## config.mk

```make
export PLATFORM = sky130hd
export DESIGN_NAME = mctc_scale_unit
export DESIGN_NICKNAME = d
export VERILOG_FILES = /design/src/rtl/mctc_pkg.sv /design/src/rtl/mctc_scale_unit.sv
export SDC_FILE = /design/constraint.sdc
export NUM_CORES = 2
export LEC_CHECK = 0
export ABC_AREA = 1
export ABC_CLOCK_PERIOD_IN_PS = 19210
export BUFFER_PORTS_ARGS = -buffer_cell sky130_fd_sc_hd__buf_2
export CAP_MARGIN = 20
export CORE_ASPECT_RATIO = 2
export CORE_UTILIZATION = 70
export DETAILED_ROUTE_END_ITERATION = 16
export GPL_TIMING_DRIVEN = 1
export PLACE_DENSITY = 0.86
export SYNTH_ARGS = -nofsm -noshare
export SYNTH_HDL_FRONTEND = slang
export SYNTH_SLANG_ARGS = --single-unit
```

## constraint.sdc

```tcl
create_clock -name aclk -period 19.21 [get_ports aclk]
set_input_delay 2.8815 -clock aclk [delete_from_list [all_inputs] [get_ports aclk]]
set_output_delay 2.8815 -clock aclk [all_outputs]
set_load 0.03 [all_outputs]
```

## src/rtl/mctc_pkg.sv

```systemverilog
// Shared types and constants of the media clock time converter.
package mctc_pkg;

    // Request kinds carried on the func field.
    localparam logic [1:0] FUNC_CONVERT = 2'd0;
    localparam logic [1:0] FUNC_REVERT  = 2'd1;
    localparam logic [1:0] FUNC_SLAM    = 2'd2;

    // Configuration register indexes.
    localparam int unsigned CFG_INDEX_W = 3;
    localparam logic [CFG_INDEX_W-1:0] REG_RATE_NUM    = 3'd0;
    localparam logic [CFG_INDEX_W-1:0] REG_RATE_DEN    = 3'd1;
    localparam logic [CFG_INDEX_W-1:0] REG_TIME_OFFSET = 3'd2;
    localparam logic [CFG_INDEX_W-1:0] REG_CONV_NUM    = 3'd3;
    localparam logic [CFG_INDEX_W-1:0] REG_CONV_DEN    = 3'd4;
    localparam logic [CFG_INDEX_W-1:0] REG_WRAP_LIMIT  = 3'd5;

    // Register values after reset.
    localparam logic [31:0] RATE_NUM_RST    = 32'd0;
    localparam logic [31:0] RATE_DEN_RST    = 32'd1;
    localparam logic [63:0] TIME_OFFSET_RST = 64'd0;
    localparam logic [31:0] CONV_NUM_RST    = 32'd100000;
    localparam logic [31:0] CONV_DEN_RST    = 32'd9;
    localparam logic [32:0] WRAP_LIMIT_RST  = 33'h0_1FFF_FFFF;

    // Start of one scaling operation floor(x * num / den).
    typedef struct packed {
        logic        start;
        logic [63:0] x;
        logic [31:0] num;
        logic [31:0] den;
    } scale_req_t;

    // Completion of one scaling operation, saturated at all ones.
    typedef struct packed {
        logic        done;
        logic [63:0] quot;
    } scale_rsp_t;

endpackage

```

## src/rtl/mctc_scale_unit.sv

```systemverilog
// Shared multiply and radix-2 divide unit computing a saturated floor(x * num / den).
module mctc_scale_unit (
    input  logic                aclk,
    input  logic                aresetn,
    input  mctc_pkg::scale_req_t req,
    output mctc_pkg::scale_rsp_t rsp
);

    typedef enum logic [2:0] {
        SU_IDLE,
        SU_MUL_LO,
        SU_MUL_HI,
        SU_SUM,
        SU_CHECK,
        SU_DIV
    } su_state_t;

    su_state_t   state_reg;
    logic        done_reg;
    logic [63:0] x_reg;
    logic [31:0] num_reg;
    logic [31:0] den_reg;
    logic [63:0] prod_reg;
    logic [31:0] carry_reg;
    logic [31:0] low_reg;
    logic [31:0] rem_reg;
    logic [63:0] quo_reg;
    logic [5:0]  cnt_reg;

    logic [31:0] mul_a;
    logic [63:0] mul_p;
    logic [32:0] trial;
    logic [33:0] diff;
    logic        ge;
    logic        sat;

    // One 32x32 multiplier serves both halves of the 64-bit operand.
    assign mul_a = (state_reg == SU_MUL_LO) ? x_reg[31:0] : x_reg[63:32];
    assign mul_p = {32'd0, mul_a} * {32'd0, num_reg};

    // One restoring division step: the remainder gains the next dividend bit.
    assign trial = {rem_reg, quo_reg[63]};
    assign diff  = {1'b0, trial} - {2'b00, den_reg};
    assign ge    = ~diff[33];

    // The quotient needs more than 64 bits exactly when the top word of the
    // product is not below the divisor.
    assign sat = (prod_reg[63:32] >= den_reg);

    always_ff @(posedge aclk) begin
        if (!aresetn) begin
            state_reg <= SU_IDLE;
            done_reg  <= 1'b0;
        end else begin
            done_reg <= (state_reg == SU_CHECK && sat)
                     || (state_reg == SU_DIV && cnt_reg == 6'd63);
            unique case (state_reg)
                SU_IDLE: begin
                    if (req.start) begin
                        x_reg     <= req.x;
                        num_reg   <= req.num;
                        den_reg   <= req.den;
                        state_reg <= SU_MUL_LO;
                    end
                end
                SU_MUL_LO: begin
                    prod_reg  <= mul_p;
                    state_reg <= SU_MUL_HI;
                end
                SU_MUL_HI: begin
                    low_reg   <= prod_reg[31:0];
                    carry_reg <= prod_reg[63:32];
                    prod_reg  <= mul_p;
                    state_reg <= SU_SUM;
                end
                SU_SUM: begin
                    // Upper 64 bits of the 96-bit product.
                    prod_reg  <= prod_reg + {32'd0, carry_reg};
                    state_reg <= SU_CHECK;
                end
                SU_CHECK: begin
                    if (sat) begin
                        quo_reg   <= '1;
                        state_reg <= SU_IDLE;
                    end else begin
                        rem_reg   <= prod_reg[63:32];
                        quo_reg   <= {prod_reg[31:0], low_reg};
                        cnt_reg   <= '0;
                        state_reg <= SU_DIV;
                    end
                end
                SU_DIV: begin
                    rem_reg <= ge ? diff[31:0] : trial[31:0];
                    quo_reg <= {quo_reg[62:0], ge};
                    cnt_reg <= cnt_reg + 6'd1;
                    if (cnt_reg == 6'd63) begin
                        state_reg <= SU_IDLE;
                    end
                end
                default: state_reg <= SU_IDLE;
            endcase
        end
    end

    assign rsp.done = done_reg;
    assign rsp.quot = quo_reg;

endmodule

```

==> impl_metrics.env, run 1 <==
export IMPL_status="did not finish"
export IMPL_flow_stopped_at="global routing (5_1_grt)"
export IMPL_tool_error="[ERROR GRT-0116] Global routing finished with congestion. Check the congestion regions in the DRC Viewer."
export IMPL_grt_first_pass_wirelength_um=475000
export IMPL_grt_overflow_total=1526
export IMPL_die_w_um=199
export IMPL_clk_path_buf_depth=3
export IMPL_place_hpwl_um=185000
export IMPL_syn_nets=7996
export IMPL_cts_made_buffers=37
export IMPL_port_buffers=195
export IMPL_post_cts_buffers=0
export IMPL_clock_sinks=362
export IMPL_gp_congestion=1.27
export IMPL_io_pins=196
export IMPL_placementRows=143
export IMPL_first_global_vias=62900
export IMPL_synth_edf_count=358
export IMPL_yosysSeqAreaShare_pct=20.0
export IMPL_grtUsageTotal_pct=81.2
export IMPL_synth_cell_types=47
export IMPL_ys_warn_count=0
export IMPL_cts_root_buf="clkbuf_16"
export IMPL_syn_area_um2=54100
export IMPL_die_h_um=395
export IMPL_ys_ff_latch=362
export IMPL_cts_htree_levels=2
export IMPL_grt_max_degree=78
export IMPL_initial_utilization_pct=71.0
export IMPL_synthCells=6607
export IMPL_async_flop_share_pct=0
export IMPL_avgSynthCellArea_um2=8.19
export IMPL_ctsHoldBuffers=0
export IMPL_synth_main_ff_cell="edfxtp_1"
export IMPL_cts_resized=0
## per-stage QoR
step | instance area (um^2) | setup WS [ps] | util [%] | instances
4_1_cts | 57500 | 9500 | 75.4 | 7756
3_5_place_dp | 56300 | 9540 | 73.8 | 7694
3_3_place_gp | 56300 | 9630 | 73.8 | 7694
2_1_floorplan | 54100 | 10050 | - | 6607
## cell usage after synthesis, types with 2 or more instances
library cell | n | area, um^2
dfxtp_1 | 4 | 80.1
o31ai_1 | 3 | 22.5
buf_2 | 70 | 350
o21ai_0 | 163 | 816
inv_1 | 1432 | 5380
o21bai_1 | 10 | 75.1
a21boi_0 | 4 | 30.0
nand3_1 | 229 | 1150
a21oi_1 | 192 | 961
and2_1 | 3 | 18.8
xnor2_1 | 12 | 105
nor3_1 | 29 | 145
buf_6 | 2 | 22.5
edfxtp_1 | 358 | 10800
fa_1 | 898 | 18000
o2bb2ai_1 | 3 | 26.3
ha_1 | 360 | 4500
a21o_1 | 10 | 75.1
nor2_1 | 889 | 3340
nand3b_1 | 22 | 165
a31oi_1 | 2 | 12.5
or2_2 | 64 | 400
nand2_1 | 1443 | 5420
xor2_1 | 29 | 254
buf_1 | 5 | 18.8
clkbuf_1 | 139 | 522
a21oi_2 | 2 | 17.5
clkinv_1 | 17 | 63.8
o22ai_1 | 65 | 407
inv_2 | 12 | 45.0
o21ai_1 | 12 | 60.1
nor4_1 | 4 | 25.0
nand4_1 | 54 | 338
nor3_2 | 2 | 20.0
o21a_1 | 4 | 30.0
buf_4 | 4 | 30.0
nor2_4 | 3 | 33.8
o21ai_2 | 25 | 219
nand3_4 | 2 | 35.0
nand2_2 | 13 | 81.3
nor2_2 | 5 | 31.3
and3_1 | 3 | 18.8
## cells by family after synthesis
logic type               count (synthesis)  share of synthesized area, %
AO/OA/AOI/OAI                          496                          5.11
XOR/XNOR                                41                         0.663
adder cells (fa/ha/maj)               1258                          41.5
buffers and inverters                 1683                          11.9
flip-flops                             362                          20.0
AND/OR/NAND/NOR                       2767                          20.7
## routing by layer
metal,GRT usage [%],GRT overflow
met5,23.1,3
met4,86.3,515
met3,63.4,38
met2,99.5,961
met1,79.4,9
==> run 2, diff against run 1 <==
Settings changed: CORE_ASPECT_RATIO 2 to unset, CORE_UTILIZATION 70 to 40, PLACE_DENSITY 0.86 to unset, PLACE_DENSITY_LB_ADDON set to 0.15.
==> impl_metrics.env, run 2 <==
export IMPL_hold_viol=0
export IMPL_die_h_um=370
export IMPL_most_common_layout_cells="nand2_1 (1,443), inv_1 (1,432), fa_1 (898), nor2_1 (885), ha_1 (360)"
export IMPL_cts_made_buffers=46
export IMPL_die_w_um=370
export IMPL_critPathMaxFanout=52
export IMPL_synthCells=6607
export IMPL_syn_area_um2=54100
export IMPL_clock_sinks=362
export IMPL_grt_max_degree=106
export IMPL_yosysSeqAreaShare_pct=20.0
export IMPL_ys_warn_count=0
export IMPL_cap_violations=0
export IMPL_status="complete, but fails checks"
export IMPL_place_ws_ps=8970
export IMPL_synth_top_area_cell="fa_1"
export IMPL_final_nets=8117
export IMPL_post_route_min_period_ps=10400
export IMPL_critPathArrivalTime_ps=10810
export IMPL_synth_main_ff_cell="edfxtp_1"
export IMPL_avgSynthCellArea_um2=8.19
export IMPL_setup_viol=0
export IMPL_gp_congestion=1.01
export IMPL_cts_htree_levels=2
export IMPL_post_route_util_pct=44.0
export IMPL_drv_slew=0
export IMPL_ys_ff_latch=362
export IMPL_post_cts_buffers=0
export IMPL_relSlewSlack_pct=25.8
export IMPL_place_hpwl_um=162000
export IMPL_core_area_um2=134000
export IMPL_viasPerCell=5.25
export IMPL_dieArea_um2=137000
export IMPL_wl_per_cell_um=23.6
export IMPL_postRouteAntennaNets=0
export IMPL_grt_overflow_total=0
export IMPL_cp_num_buf_inv=6
export IMPL_fin_worst_skew_ps=47.7
export IMPL_worst_slack_ps=8810
export IMPL_syn_nets=7996
export IMPL_worst_pin_slew_ps=1110
export IMPL_max_stage_delay_ps=1130
export IMPL_cpMostUsedCell="nand2_1"
export IMPL_required_ps=19620
export IMPL_clk_path_buf_depth=3
export IMPL_cp_start_kind="register"
export IMPL_drc_errors=11
export IMPL_final_common_cell="nand2_1"
export IMPL_drtPass1Iterations=14
export IMPL_synth_commonest_cells="nand2_1 (1,443), inv_1 (1,432), fa_1 (898), nor2_1 (889), ha_1 (360)"
export IMPL_n_antenna_cell=0
export IMPL_synth_area_leaders="fa_1 (33%), edfxtp_1 (20%), nand2_1 (10%)"
export IMPL_drtIter0Drc=3224
export IMPL_grt_antenna_before_repair=1
export IMPL_area_growth_pct=8.83
export IMPL_yosysMostFrequentCell="nand2_1"
export IMPL_grt_first_pass_wirelength_um=298000
export IMPL_path_clk_slew_ps=60
export IMPL_cts_root_buf="clkbuf_16"
export IMPL_route_vias_total=44800
export IMPL_async_flop_share_pct=0
export IMPL_placementRows=134
export IMPL_tritoncts="done"
export IMPL_regArea_um2=10800
export IMPL_tns_ps=0
export IMPL_violations="design-rule violations"
export IMPL_grtUsageTotal_pct=29.7
export IMPL_ctsHoldBuffers=0
export IMPL_path_class="reg2reg"
export IMPL_rsz0062_at_grt="false"
export IMPL_cts_resized=0
export IMPL_first_global_vias=46400
export IMPL_nFillCells=13500
export IMPL_crit_slowest_cell="clkinv_1"
export IMPL_io_pins=196
export IMPL_hp_class="reg2reg"
export IMPL_path_delay_family="adder cells"
export IMPL_routed_wl_um=201000
export IMPL_drive_gt1_share_pct=7.66
export IMPL_synth_edf_count=358
export IMPL_worst_setup_path_end_kind="register"
export IMPL_port_buffers=195
export IMPL_fmax_mhz=96.1
export IMPL_synth_top_cell_area_share_pct=33.2
export IMPL_fin_crit_sh_pct=54.2
export IMPL_multi_input_area_um2=37000
export IMPL_insertion_delay_ps=680
export IMPL_initial_utilization_pct=40.5
export IMPL_synth_cell_types=47
-- run 2: worst paths after layout --
path                     start           end  slack (ps)  depth (start not counted)
setup reg to reg  state_reg[2]  prod_reg[50]        8810                         29
hold / removal    prod_reg[21]   low_reg[21]         470                          0
setup / recovery  state_reg[2]  prod_reg[50]        8810                         29
hold reg to reg   prod_reg[21]   low_reg[21]         470                          0
-- run 2: stage by stage --
stage,cells,area [um^2],hold WS (ps)
finish,8532,58900,470
global route,8532,58900,477
CTS,8532,58900,472
detailed placement,8448,57200,475
global placement,8448,57200,468
floorplan,6607,54100,449
-- run 2: worst reg2reg max path, delay by kind of cell (launching register included) --
kind	cells	cell delay [ps]
compound gates	1	900
fa+ha+maj	9	4580
buf+inv	6	1980
flops	1	360
simple gates	13	2320
-- run 2: kinds of logic (layout without fill, tap and decap cells) --
logic type / Yosys count / after routing / synth area share [%]
AO/OA/AOI/OAI: 496 / 496 / 5.11
XOR/XNOR: 41 / 41 / 0.663
adder cells (fa/ha/maj): 1258 / 1258 / 41.5
buffers and inverters: 1683 / 1840 / 11.9
flip-flops: 362 / 362 / 20.0
AND/OR/NAND/NOR: 2767 / 2767 / 20.7
-- run 2: per-layer routing --
layer | part of all wire [%] | vias to the layer above | global-route usage (%)
met5 | 0.0065 | - | 0
met1 | 40 | 22300 | 36.7
met3 | 6.5 | 464 | 4.85
li1 | - | 20200 | -
met2 | 48 | 1744 | 49.9
met4 | 6.0 | 2 | 14.9
-- run 2: layout make-up --
class,instances,area share [%]
multi-input cells,4562,62.8
inverters,1461,9.31
repair buffers,295,2.93
well taps,1768,3.76
flip-flops and latches,362,18.4
clock inverters,33,0.867
clock buffers,51,1.99
Power of run 2 is not shown: default switching activity piles up to over one toggle a cycle in this logic, so the estimate is an artifact.
